===== config.mk =====
export PLATFORM = sky130hd
export DESIGN_NAME = x86_16_instruction_field_decoder_unit
export DESIGN_NICKNAME = d
export VERILOG_FILES = /design/src/hw/rtl/x86fd_pkg.sv /design/src/hw/rtl/x86_16_instruction_field_decoder_unit.sv /design/src/hw/rtl/x86fd_decode.sv
export VERILOG_INCLUDE_DIRS = /design/src /design/src/hw/rtl
export SDC_FILE = /design/constraint.sdc
export NUM_CORES = 1
export LEC_CHECK = 0
export ABC_AREA = 1
export BUFFER_PORTS_ARGS = -buffer_cell sky130_fd_sc_hd__buf_2
export CAP_MARGIN = 40
export CORE_ASPECT_RATIO = 1.4
export CORE_MARGIN = 2
export CORE_UTILIZATION = 40
export DETAILED_ROUTE_END_ITERATION = 10
export GPL_ROUTABILITY_DRIVEN = 1
export HOLD_SLACK_MARGIN = 0.03
export PLACE_DENSITY_LB_ADDON = 0.1
export SETUP_SLACK_MARGIN = 0.15
export SLEW_MARGIN = 25
export SYNTH_ARGS = -nofsm -noshare
export SYNTH_HDL_FRONTEND = slang
export SYNTH_HIERARCHICAL = 1
export SYNTH_SLANG_ARGS = --single-unit

===== constraint.sdc =====
create_clock -name clock -period 8.58 [get_ports clock]
set_input_delay 1.716 -clock clock [delete_from_list [all_inputs] [get_ports clock]]
set_output_delay 1.716 -clock clock [all_outputs]
set_load 0.02 [all_outputs]

===== src/hw/rtl/x86_16_instruction_field_decoder_unit_macros.svh =====
// Assertion macros for the x86 field decoder.
// Clock is clock, synchronous active-high reset is reset; no other dependencies.
`ifndef X86_16_INSTRUCTION_FIELD_DECODER_UNIT_MACROS_SVH
`define X86_16_INSTRUCTION_FIELD_DECODER_UNIT_MACROS_SVH

// Same-cycle implication, checked outside reset.
`define X86FD_ASSERT_NOW(label, ante, cons, msg) \
   label: assert property (@(posedge clock) disable iff (reset) (ante) |-> (cons)) \
      else $error(msg);

// Next-cycle implication, checked outside reset.
`define X86FD_ASSERT_NEXT(label, ante, cons, msg) \
   label: assert property (@(posedge clock) disable iff (reset) (ante) |=> (cons)) \
      else $error(msg);

`endif


===== src/hw/rtl/x86fd_pkg.sv =====
// Shared types, codes and opcode form table for the x86 field decoder.
// No dependencies.
`timescale 1ns / 1ps
`default_nettype none

package x86fd_pkg;

   localparam int MaxInstBytes = 6;
   localparam int NumForms     = 12;

   localparam logic [2:0] OP_INVALID = 3'd0;
   localparam logic [2:0] OP_MOV     = 3'd1;
   localparam logic [2:0] OP_ADD     = 3'd2;
   localparam logic [2:0] OP_SUB     = 3'd3;
   localparam logic [2:0] OP_CMP     = 3'd4;

   localparam logic [2:0] FORM_RM_REG  = 3'd0;
   localparam logic [2:0] FORM_IMM_RM  = 3'd1;
   localparam logic [2:0] FORM_IMM_REG = 3'd2;
   localparam logic [2:0] FORM_MEM_ACC = 3'd3;
   localparam logic [2:0] FORM_ACC_MEM = 3'd4;
   localparam logic [2:0] FORM_IMM_ACC = 3'd5;

   // reg field codes of the immediate group
   localparam logic [2:0] GRP_ADD = 3'b000;
   localparam logic [2:0] GRP_SUB = 3'b101;
   localparam logic [2:0] GRP_CMP = 3'b111;

   localparam logic [1:0] DISP_NONE  = 2'd0;
   localparam logic [1:0] DISP_BYTE  = 2'd1;
   localparam logic [1:0] DISP_WORD  = 2'd2;

   typedef struct packed {
      logic [7:0] mask;
      logic [7:0] value;
      logic [2:0] op;
      logic [2:0] form;
      logic       has_modrm;
      logic       has_d;
      logic       has_data;
      logic       has_addr;
      logic       is_group;
      logic       w_bit3;
   } form_type;

   typedef struct packed {
      logic [2:0]  operation;
      logic [2:0]  form;
      logic        direction;
      logic        wide;
      logic [1:0]  mode;
      logic [2:0]  reg_field;
      logic [2:0]  rm_field;
      logic [1:0]  disp_kind;
      logic [15:0] displacement;
      logic [15:0] immediate;
      logic [2:0]  length;
   } rec_type;

   typedef logic [MaxInstBytes-1:0][7:0] bytes_type;

   // Form table, index 1..NumForms; index 0 means no form.
   function automatic form_type form_info(input logic [3:0] idx);
      form_type f;
      f = '0;
      case (idx)
         4'd1:  f = '{8'hFC, 8'h88, OP_MOV, FORM_RM_REG,  1'b1, 1'b1, 1'b0, 1'b0, 1'b0, 1'b0};
         4'd2:  f = '{8'hFE, 8'hC6, OP_MOV, FORM_IMM_RM,  1'b1, 1'b0, 1'b1, 1'b0, 1'b0, 1'b0};
         4'd3:  f = '{8'hF0, 8'hB0, OP_MOV, FORM_IMM_REG, 1'b0, 1'b0, 1'b1, 1'b0, 1'b0, 1'b1};
         4'd4:  f = '{8'hFE, 8'hA0, OP_MOV, FORM_MEM_ACC, 1'b0, 1'b0, 1'b0, 1'b1, 1'b0, 1'b0};
         4'd5:  f = '{8'hFE, 8'hA2, OP_MOV, FORM_ACC_MEM, 1'b0, 1'b0, 1'b0, 1'b1, 1'b0, 1'b0};
         4'd6:  f = '{8'hFC, 8'h00, OP_ADD, FORM_RM_REG,  1'b1, 1'b1, 1'b0, 1'b0, 1'b0, 1'b0};
         4'd7:  f = '{8'hFC, 8'h80, OP_INVALID, FORM_IMM_RM,
                      1'b1, 1'b0, 1'b1, 1'b0, 1'b1, 1'b0};
         4'd8:  f = '{8'hFE, 8'h04, OP_ADD, FORM_IMM_ACC, 1'b0, 1'b0, 1'b1, 1'b0, 1'b0, 1'b0};
         4'd9:  f = '{8'hFC, 8'h28, OP_SUB, FORM_RM_REG,  1'b1, 1'b1, 1'b0, 1'b0, 1'b0, 1'b0};
         4'd10: f = '{8'hFE, 8'h2C, OP_SUB, FORM_IMM_ACC, 1'b0, 1'b0, 1'b1, 1'b0, 1'b0, 1'b0};
         4'd11: f = '{8'hFC, 8'h38, OP_CMP, FORM_RM_REG,  1'b1, 1'b1, 1'b0, 1'b0, 1'b0, 1'b0};
         4'd12: f = '{8'hFE, 8'h3C, OP_CMP, FORM_IMM_ACC, 1'b0, 1'b0, 1'b1, 1'b0, 1'b0, 1'b0};
         default: f = '0;
      endcase
      return f;
   endfunction

   // First matching form wins; scan backwards so earlier entries override.
   function automatic logic [3:0] form_match(input logic [7:0] b);
      logic [3:0] hit;
      form_type   f;
      hit = '0;
      for (int i = NumForms; i >= 1; i--) begin
         f = form_info(4'(i));
         if ((b & f.mask) == f.value) hit = 4'(i);
      end
      return hit;
   endfunction

   // Displacement bytes implied by a mod/reg/rm byte.
   function automatic logic [1:0] disp_bytes(input logic [7:0] modrm);
      logic [1:0] n;
      case (modrm[7:6])
         2'b01:   n = 2'd1;
         2'b10:   n = 2'd2;
         2'b00:   n = (modrm[2:0] == 3'b110) ? 2'd2 : 2'd0;
         default: n = 2'd0;
      endcase
      return n;
   endfunction

endpackage

`default_nettype wire


===== src/hw/rtl/x86_16_instruction_field_decoder_unit.sv =====
// x86 16-bit instruction field decoder: top level, byte register, state, result register.
// Depends on x86fd_pkg, x86fd_decode and the assertion macro header.
//
// Usage:
//   req_ channel carries the code stream, one byte per item (req_code_byte).
//   rsp_ channel carries one decoded record per completed instruction, or an
//   invalid record (operation 0) for an unknown opcode (length 1) or an
//   immediate-group byte pair with an unused reg code (length 2).
//   Throughput: one code byte per cycle, sustained, limited only by the
//   receiver. The decode sits between a one-byte input register and the
//   result register: the last byte of an instruction is held in the input
//   register, and the record decoded from it is then loaded into the result
//   register, which drives rsp_ until the record is taken.
//   When the receiver stalls, the record holds in the result register; the
//   input register takes one more byte if it is empty, and then req_ready
//   drops until the record is taken.
//   Reset (synchronous, active high) empties both registers and drops any
//   partly collected instruction; the next byte is taken as an opcode.
`timescale 1ns / 1ps
`default_nettype none

`include "x86_16_instruction_field_decoder_unit_macros.svh"

module x86_16_instruction_field_decoder_unit (
   input  wire logic        clock,
   input  wire logic        reset,
   input  wire logic        req_valid,
   output logic             req_ready,
   input  wire logic [7:0]  req_code_byte,
   output logic             rsp_valid,
   input  wire logic        rsp_ready,
   output logic [2:0]       rsp_operation,
   output logic [2:0]       rsp_form,
   output logic             rsp_direction,
   output logic             rsp_wide,
   output logic [1:0]       rsp_mode,
   output logic [2:0]       rsp_reg_field,
   output logic [2:0]       rsp_rm_field,
   output logic [1:0]       rsp_disp_kind,
   output logic [15:0]      rsp_displacement,
   output logic [15:0]      rsp_immediate,
   output logic [2:0]       rsp_length
);

   logic                  in_valid_ff, in_valid_in;
   logic [7:0]            in_byte_ff;
   logic                  rsp_valid_ff, rsp_valid_in;
   x86fd_pkg::rec_type    rsp_rec_ff, rsp_rec_in;
   logic [2:0]            taken_ff, taken_in;
   logic [3:0]            form_ff, form_in;
   logic [7:0]            held_ff [x86fd_pkg::MaxInstBytes];

   logic                  advance;
   logic                  process;
   logic                  first;
   logic                  emit;
   logic [3:0]            hit;
   logic [2:0]            taken_new;
   x86fd_pkg::bytes_type  inst_bytes;
   x86fd_pkg::rec_type    dec_rec;
   logic [2:0]            dec_needed;
   logic                  dec_group_bad;

   assign advance   = ~rsp_valid_ff | rsp_ready;
   assign req_ready = ~in_valid_ff | advance;
   assign process   = in_valid_ff & advance;
   assign first     = (taken_ff == 3'd0);
   assign hit       = x86fd_pkg::form_match(in_byte_ff);
   assign taken_new = taken_ff + 3'd1;

   // merge the incoming byte into the held bytes at its slot
   always_comb begin
      for (int i = 0; i < x86fd_pkg::MaxInstBytes; i++) begin
         inst_bytes[i] = (taken_ff == 3'(i)) ? in_byte_ff : held_ff[i];
      end
   end

   x86fd_decode u_decode (
      .form_idx   (first ? hit : form_ff),
      .inst_bytes (inst_bytes),
      .taken_new  (taken_new),
      .rec        (dec_rec),
      .needed     (dec_needed),
      .group_bad  (dec_group_bad)
   );

   always_comb begin
      taken_in   = taken_ff;
      form_in    = form_ff;
      emit       = 1'b0;
      rsp_rec_in = rsp_rec_ff;
      if (process) begin
         if (first) begin
            if (hit == 4'd0) begin
               emit              = 1'b1;
               rsp_rec_in        = '0;
               rsp_rec_in.length = 3'd1;
            end else begin
               taken_in = 3'd1;
               form_in  = hit;
            end
         end else if (dec_group_bad) begin
            emit              = 1'b1;
            rsp_rec_in        = '0;
            rsp_rec_in.length = 3'd2;
            taken_in          = '0;
            form_in           = '0;
         end else if (taken_new >= dec_needed ||
                      taken_new >= 3'(x86fd_pkg::MaxInstBytes)) begin
            emit       = 1'b1;
            rsp_rec_in = dec_rec;
            taken_in   = '0;
            form_in    = '0;
         end else begin
            taken_in = taken_new;
         end
      end
      in_valid_in  = (req_valid & req_ready) ? 1'b1 : (process ? 1'b0 : in_valid_ff);
      rsp_valid_in = emit ? 1'b1 : (rsp_ready ? 1'b0 : rsp_valid_ff);
   end

   always_ff @(posedge clock) begin
      if (reset) begin
         in_valid_ff  <= 1'b0;
         rsp_valid_ff <= 1'b0;
         taken_ff     <= '0;
         form_ff      <= '0;
      end else begin
         in_valid_ff  <= in_valid_in;
         rsp_valid_ff <= rsp_valid_in;
         taken_ff     <= taken_in;
         form_ff      <= form_in;
      end
   end

   always_ff @(posedge clock) begin
      if (req_valid && req_ready) in_byte_ff <= req_code_byte;
      if (emit) rsp_rec_ff <= rsp_rec_in;
      if (process) held_ff[taken_ff] <= in_byte_ff;
   end

   assign rsp_valid        = rsp_valid_ff;
   assign rsp_operation    = rsp_rec_ff.operation;
   assign rsp_form         = rsp_rec_ff.form;
   assign rsp_direction    = rsp_rec_ff.direction;
   assign rsp_wide         = rsp_rec_ff.wide;
   assign rsp_mode         = rsp_rec_ff.mode;
   assign rsp_reg_field    = rsp_rec_ff.reg_field;
   assign rsp_rm_field     = rsp_rec_ff.rm_field;
   assign rsp_disp_kind    = rsp_rec_ff.disp_kind;
   assign rsp_displacement = rsp_rec_ff.displacement;
   assign rsp_immediate    = rsp_rec_ff.immediate;
   assign rsp_length       = rsp_rec_ff.length;

   `X86FD_ASSERT_NOW(a_taken_range, 1'b1,
      taken_ff < 3'(x86fd_pkg::MaxInstBytes), "byte count overran")
   `X86FD_ASSERT_NOW(a_form_tracks_count, 1'b1,
      (taken_ff == 3'd0) == (form_ff == 4'd0), "form and count disagree")
   `X86FD_ASSERT_NOW(a_len_nonzero, rsp_valid, rsp_length != 3'd0, "record with zero length")
   `X86FD_ASSERT_NOW(a_invalid_len,
      rsp_valid && rsp_operation == x86fd_pkg::OP_INVALID,
      rsp_length == 3'd1 || rsp_length == 3'd2, "invalid record with bad length")
   `X86FD_ASSERT_NEXT(a_emit_restarts, emit, taken_ff == 3'd0, "state not cleared after record")

endmodule

`default_nettype wire


===== src/hw/rtl/x86fd_decode.sv =====
// Field extraction for the x86 field decoder: length so far and the record.
// Depends on x86fd_pkg.
`timescale 1ns / 1ps
`default_nettype none

module x86fd_decode (
   input  wire logic [3:0]           form_idx,
   input  wire x86fd_pkg::bytes_type inst_bytes,
   input  wire logic [2:0]           taken_new,
   output x86fd_pkg::rec_type        rec,
   output logic [2:0]                needed,
   output logic                      group_bad
);

   x86fd_pkg::form_type f;
   logic [7:0]  b0;
   logic [7:0]  b1;
   logic [1:0]  nd;
   logic        w;
   logic        s;
   logic        data2;
   logic [2:0]  pos;
   logic [15:0] pair;
   logic [7:0]  lone;
   logic [2:0]  op;

   always_comb begin
      f     = x86fd_pkg::form_info(form_idx);
      b0    = inst_bytes[0];
      b1    = inst_bytes[1];
      nd    = x86fd_pkg::disp_bytes(b1);
      w     = f.w_bit3 ? b0[3] : b0[0];
      s     = f.is_group & b0[1];
      data2 = w & ~s;
      pos   = f.has_modrm ? 3'(3'd2 + 3'(nd)) : 3'd1;

      needed = 3'd1;
      if (f.has_modrm) begin
         needed = needed + 3'd1;
         if (taken_new >= 3'd2) needed = needed + 3'(nd);
      end
      if (f.has_data) needed = needed + (data2 ? 3'd2 : 3'd1);
      if (f.has_addr) needed = needed + 3'd2;

      // immediate sits after the addressing byte and displacement, or right after the opcode without one
      case (pos)
         3'd1:    pair = {inst_bytes[2], inst_bytes[1]};
         3'd2:    pair = {inst_bytes[3], inst_bytes[2]};
         3'd3:    pair = {inst_bytes[4], inst_bytes[3]};
         3'd4:    pair = {inst_bytes[5], inst_bytes[4]};
         default: pair = '0;
      endcase
      lone = pair[7:0];

      op        = f.op;
      group_bad = 1'b0;
      if (f.is_group) begin
         case (b1[5:3])
            x86fd_pkg::GRP_ADD: op = x86fd_pkg::OP_ADD;
            x86fd_pkg::GRP_SUB: op = x86fd_pkg::OP_SUB;
            x86fd_pkg::GRP_CMP: op = x86fd_pkg::OP_CMP;
            default:            group_bad = 1'b1;
         endcase
      end

      rec           = '0;
      rec.operation = op;
      rec.form      = f.form;
      rec.direction = f.has_d & b0[1];
      rec.wide      = w;
      rec.length    = needed;
      if (f.has_modrm) begin
         rec.mode      = b1[7:6];
         rec.reg_field = b1[5:3];
         rec.rm_field  = b1[2:0];
         case (nd)
            2'd1: begin
               rec.disp_kind    = x86fd_pkg::DISP_BYTE;
               rec.displacement = {{8{inst_bytes[2][7]}}, inst_bytes[2]};
            end
            2'd2: begin
               rec.disp_kind    = x86fd_pkg::DISP_WORD;
               rec.displacement = {inst_bytes[3], inst_bytes[2]};
            end
            default: begin
               rec.disp_kind    = x86fd_pkg::DISP_NONE;
               rec.displacement = '0;
            end
         endcase
      end else if (f.w_bit3) begin
         rec.reg_field = b0[2:0];
      end

      if (f.has_addr) begin
         rec.immediate = {inst_bytes[2], inst_bytes[1]};
      end else if (f.has_data) begin
         if (data2) rec.immediate = pair;
         else if (s && w) rec.immediate = {{8{lone[7]}}, lone};
         else rec.immediate = {8'h00, lone};
      end
   end

endmodule

`default_nettype wire


==> impl_metrics.tcl, run 1 <==
set metrics [dict create \
    max_freq_ghz 0.153 \
    maxCapViolCount 0 \
    required_ns 8.68 \
    clock_path_buffers 2 \
    layout_min_cycle_time_ns 6.53 \
    wl_mm 15.8 \
    grt_use_total 0.192 \
    firstDrtPassIters 4 \
    dr_total_vias 5209 \
    powerDensity_nw_per_um2 226 \
    hold_buffers 0 \
    r2r-start "taken_ff[0]$_SDFFE_PP0P_" \
    antenna_found_initial 0 \
    cts_buffers 17 \
    syn_area_per_cell_sq_um 8.19 \
    core_sq_um 15700 \
    viasPerCell 4.90 \
    hp-class "flop to flop" \
    die_area_sq_um 17100 \
    io_pins 67 \
    die_y_microns 154 \
    worst-path-buf-inv 6 \
    final_core_util 0.481 \
    cts.reportedPaths.clkPinSlew_ns 0.06 \
    drive_above_1_share 0.172 \
    rsz0062_at_grt "false" \
    initial_utilization 0.410 \
    portBuffers 66 \
    slew_headroom 0.483 \
    ir_drop_uv 116 \
    ant_nets 0 \
    syn_inst 785 \
    mappedNetlistNets 814 \
    cts_resized 0 \
    postPlaceCellArea_sq_um 6940 \
    setup_viol 0 \
    seqPwrFrac 0.387 \
    dp.cells 1030 \
    grt_pass1_wl_mm 26.2 \
    static-leakage-power_nw 3.15 \
    cts_tree "done" \
    postCtsSetupRepairBufs 0 \
    hpwlAfterDp_mm 12.0 \
    rows 54 \
    crit_path_frequent_cell "nand2_1" \
    grt_pass1_vias 5134 \
    n_antenna_cell 0 \
    outcome "finished clean" \
    p_int_mw 1.17 \
    grt_max_degree 52 \
    drcViolationCount 0 \
    gp_congestion 0.863 \
    report.final.slew_viol_count 0 \
    nets 883 \
    insertion_delay_ns 0.42 \
    path_class "flop to flop" \
    finalHoldViolations 0 \
    netlist_area_sq_um 6430 \
    fp.dieW_microns 111 \
    final.setup_skew_ns 0.0119 \
    fin_crit_sh 0.761 \
    clock-root-buffer "clkbuf_16" \
    cp_slowest_cell "nand3_2" \
    cts.sinks 114 \
    holdCritStartpoint "form_ff[0]$_SDFFE_PP0P_" \
    cp_max_fo 39 \
    power.switching_uw 528 \
    worst_setup_path_start_kind "flop" \
    fin_area_sq_um 7540 \
    cp-startpoint "taken_ff[0]$_SDFFE_PP0P_" \
    yosys_warnings 6 \
    pwr-share-comb 0.194 \
    cp_top_family "simple AND/OR/NAND/NOR gates" \
    tightest_slew_ns 0.775 \
    gr-total-overflow 0 \
    drt_iter0_markers 265 \
    pwr-share-clk 0.419 \
    p_sw_frac 0.310 \
    area_growth_pct 17.3 \
    worstSetupEndpointType "flop" \
    cp.arrival_ns 6.64 \
    final.setup.tns_ns 0 \
    final_cells 1063 \
    cts_htree_levels 4 \
    wl_per_cell_microns 14.9 \
    cp_slowest_stage_delay_ns 0.58 \
]
==> worst paths after layout <==
kind / endpoint / slack [ns] / depth (start not counted)
max reg2reg: rsp_displacement[5]$_SDFFCE_PP0P_ / 2.05 / 25
min: form_ff[0]$_SDFFE_PP0P_ / 0.52 / 4
max: rsp_displacement[5]$_SDFFCE_PP0P_ / 2.05 / 25
min reg2reg: form_ff[0]$_SDFFE_PP0P_ / 0.52 / 4
==> layout make-up <==
cell class,instances,area [sq um]
inverters,140,526
multi-input cells,505,2430
fillers,1546,8140
clock inverters,15,171
flip-flops and latches,114,3330
well taps,196,245
repair buffers,76,410
clock buffers,17,425
==> worst reg2reg max path, stage by stage, from the launching register on <==
cell      delay (ns)
dfxtp_1         0.49
inv_1           0.21
ha_1            0.27
nand2_2         0.17
inv_1           0.21
o21ai_0         0.54
inv_1           0.21
ha_1            0.39
nand2_1         0.10
nand3_2         0.58
o21ai_1         0.37
ha_1            0.24
fa_1            0.39
nand2_1         0.09
o21ai_2         0.08
nand2_1         0.06
nand2_1         0.05
nand2_1         0.08
inv_1           0.05
ha_1            0.30
nand2_1         0.05
o2111a_1        0.24
nand2_1         0.22
nand3_1         0.19
inv_2           0.37
buf_12          0.27
==> layer usage <==
metal | routed length [microns] | global-route usage
met5 | 0 | 0
met4 | 324 | 0.0847
met3 | 881 | 0.0367
met2 | 7780 | 0.334
met1 | 6860 | 0.233
==> flip-flops by register name, summed over array words and instances, names as in the netlist <==
signal            cells
in_valid_ff           1
rsp_form              3
rsp_displacement     16
form_ff               4
rsp_reg_field         3
rsp_valid             1
in_byte_ff            8
rsp_rm_field          3
rsp_length            3
rsp_wide              1
rsp_mode              2
rsp_operation         3
rsp_immediate        16
taken_ff              3
rsp_disp_kind         2
rsp_direction         1
held_ff              44
==> through the flow <==
| step | total power, mW | setup slack (ns) | hold slack, ns |
|---|---|---|---|
| 2_1_floorplan | 0.925 | 2.50 | 0.487 |
| 3_3_place_gp | 0.993 | 2.06 | 0.515 |
| 3_5_place_dp | 0.999 | 1.98 | 0.511 |
| 4_1_cts | 1.71 | 1.95 | 0.521 |
| 5_1_grt | 1.79 | 1.46 | 0.551 |
| 6_report | 1.70 | 2.05 | 0.517 |
==> power groups by stage <==
stage	registers [mW]	clock network [mW]	logic, mW
2_1_floorplan	0.698	0	0.226
3_3_place_gp	0.670	0	0.322
3_5_place_dp	0.671	0	0.328
4_1_cts	0.659	0.724	0.330
5_1_grt	0.663	0.752	0.371
6_report	0.659	0.713	0.329
==> cell usage in the layout, fill, tap and decap left out, types with 5 or more instances in the layout <==
cell         n
nor2_1     141
buf_2       69
nand3_1     57
clkbuf_16   17
nor2_2       6
o21ai_1     30
o21ai_0     51
dfxtp_1      9
nand4_1      6
ha_1        16
nand2_1    139
a21oi_1     15
buf_4        6
nor3_1      13
edfxtp_1   105
inv_6        5
inv_1      122
inv_2       15
nand2_2      9
No activity file was read; power rests on OpenSTA's default activity.
==> inputs of run 2 (changes only) <==
clock period = 6.6 ns   (was 8.58 ns; I/O delays follow)
==> impl_metrics.tcl, run 2 (synthesis results as in run 1) <==
set metrics [dict create \
    hold_path_depth 4 \
    nets 883 \
    clock-root-buffer "clkbuf_16" \
    wl_mm 16.4 \
    reg2reg_to "rsp_displacement[5]$_SDFFCE_PP0P_" \
    grt_max_degree 54 \
    cts_resized 0 \
    antenna_found_initial 0 \
    worst-path-buf-inv 5 \
    grt_pass1_vias 4995 \
    largest-register "held_ff" \
    cp_slowest_cell "fa_1" \
    tightest_slew_ns 0.690 \
    outcome "finished clean" \
    p_int_mw 1.53 \
    hp-class "flop to flop" \
    final_cells 1063 \
    initial_utilization 0.410 \
    cts_htree_levels 4 \
    insertion_delay_ns 0.42 \
    n_fill_cell 1597 \
    slew_headroom 0.535 \
    firstDrtPassIters 7 \
    grt_use_total 0.197 \
    wl_per_cell_microns 15.4 \
    crit_path_cell_trace "inv_1 > ha_1 > nand2_2 > inv_1 > o21ai_0 > ha_1 > nand2_1 > nand2_1 > nand3_1 > ha_1 > fa_1 > nand2_1 > o21ai_2 > xor2_1 > inv_1 > ha_1 > nand2_1 > o2111a_1 > nand2_1 > nand3_1 > inv_2 > buf_12" \
    pwr-share-clk 0.421 \
    r2r_slack_ns 0.80 \
    drcViolationCount 0 \
    clock_path_buffers 2 \
    drt_iter0_markers 273 \
    hold-path-endpoint "form_ff[3]$_SDFFE_PP0P_" \
    dr_total_vias 5210 \
    viasPerCell 4.90 \
    cts.reportedPaths.clkPinSlew_ns 0.06 \
    setup_viol 0 \
    ir_drop_uv 141 \
    cp_slowest_stage_delay_ns 0.54 \
    final_common_cell "nor2_1" \
    rsz0062_at_grt "false" \
    final.setup.tns_ns 0 \
    seqPwrFrac 0.384 \
    drive_above_1_share 0.172 \
    hpwlAfterDp_mm 12.2 \
    holdWs_ns 0.523 \
    p_sw_frac 0.315 \
    area_growth_pct 17.4 \
    worst_setup_path_start_kind "flop" \
    crit_path_frequent_cell "nand2_1" \
    worstSetupEndpointType "flop" \
    pwr-share-comb 0.194 \
    n_antenna_cell 0 \
    die_area_sq_um 17100 \
    cts_tree "done" \
    rows 54 \
    dp.cells 1030 \
    power.switching_uw 702 \
    io_pins 67 \
    gr-total-overflow 0 \
    cp_top_family "adder cells" \
    ant_nets 0 \
    cts_buffers 17 \
    layout_common_cells "nor2_1, nand2_1, inv_1" \
    path_class "flop to flop" \
    required_ns 6.69 \
    postCtsSetupRepairBufs 0 \
    report.final.slew_viol_count 0 \
    grt_pass1_wl_mm 26.6 \
    portBuffers 66 \
    max_freq_ghz 0.172 \
    final.setup_skew_ns 0.00985 \
    reg2reg_depth 22 \
    cp_max_fo 53 \
    cp.arrival_ns 5.89 \
    core_sq_um 15700 \
    finalHoldViolations 0 \
    gp_congestion 0.940 \
    fin_crit_sh 0.878 \
    cts.sinks 114 \
    die_y_microns 154 \
    maxCapViolCount 0 \
    r2r-start "taken_ff[0]$_SDFFE_PP0P_" \
    fp.dieW_microns 111 \
    powerDensity_nw_per_um2 295 \
    largest_register_ffs 44 \
    layout_min_cycle_time_ns 5.80 \
    static-leakage-power_nw 3.16 \
    holdCritStartpoint "form_ff[3]$_SDFFE_PP0P_" \
    hold_buffers 0 \
]
run 2: changes by cell type in the layout (fill, tap and decap cells not counted), sizes merged:
cell | before | now
clkinv | 7 | 8
clkinvlp | 2 | 0
inv | 144 | 145
run 2: worst max-delay path by stage:
| stage | from | endpoint | slack, ns | cells after the start |
|---|---|---|---|---|
| 2_1_floorplan | taken_ff[0]$_SDFFE_PP0P_ | rsp_direction$_SDFFCE_PP0P_ | 0.52 | 25 |
| 3_3_place_gp | taken_ff[0]$_SDFFE_PP0P_ | rsp_displacement[11]$_SDFFCE_PP0P_ | 0.95 | 22 |
| 3_5_place_dp | taken_ff[0]$_SDFFE_PP0P_ | rsp_displacement[11]$_SDFFCE_PP0P_ | 0.65 | 23 |
| 4_1_cts | taken_ff[0]$_SDFFE_PP0P_ | rsp_displacement[5]$_SDFFCE_PP0P_ | 0.64 | 22 |
| 5_1_grt | taken_ff[0]$_SDFFE_PP0P_ | rsp_immediate[6]$_SDFFCE_PP0P_ | 0.24 | 23 |
| 6_report | taken_ff[0]$_SDFFE_PP0P_ | rsp_displacement[5]$_SDFFCE_PP0P_ | 0.80 | 22 |
run 2: metrics by stage:
step           utilization  worst slack, ns  power, mW  instance area, sq um
2_1_floorplan            -            0.517       1.20                  6430
4_1_cts              0.481            0.638       2.25                  7540
3_3_place_gp         0.443            0.948       1.30                  6940
3_5_place_dp         0.443            0.645       1.30                  6940
5_1_grt              0.481            0.239       2.34                  7540
6_report             0.481            0.802       2.23                  7540
run 2: power by group through the flow:
stage | Combinational, mW | Clock [mW] | Sequential, mW
5_1_grt | 0.487 | 0.987 | 0.862
3_5_place_dp | 0.430 | 0 | 0.873
3_3_place_gp | 0.427 | 0 | 0.871
2_1_floorplan | 0.294 | 0 | 0.908
6_report | 0.433 | 0.939 | 0.856
4_1_cts | 0.433 | 0.956 | 0.857
run 2: worst reg2reg max path, stage by stage, from the launching register on:
cell      delay (ns)
dfxtp_1         0.48
inv_1           0.20
ha_1            0.26
nand2_2         0.17
inv_1           0.20
o21ai_0         0.52
ha_1            0.33
nand2_1         0.09
nand2_1         0.08
nand3_1         0.36
ha_1            0.41
fa_1            0.54
nand2_1         0.07
o21ai_2         0.10
xor2_1          0.21
inv_1           0.07
ha_1            0.29
nand2_1         0.05
o2111a_1        0.24
nand2_1         0.21
nand3_1         0.18
inv_2           0.10
buf_12          0.24
run 2: final cells by class:
type | count | area (sq um) | area share
clock buffers | 17 | 425 | 0.0564
flip-flops and latches | 114 | 3330 | 0.442
well taps | 196 | 245 | 0.0325
multi-input cells | 505 | 2430 | 0.322
inverters | 140 | 526 | 0.0697
clock inverters | 15 | 170 | 0.0226
repair buffers | 76 | 415 | 0.0551
run 2: per-layer routing:
metal  up-vias  share of wire  wire (microns)  global-route usage
li1       2677              -               -                   -
met1      2345           0.44            7190               0.246
met2       160           0.49            7980               0.335
met3        28          0.049             803              0.0402
met4         0          0.027             435              0.0794
met5         -              0               0                   0
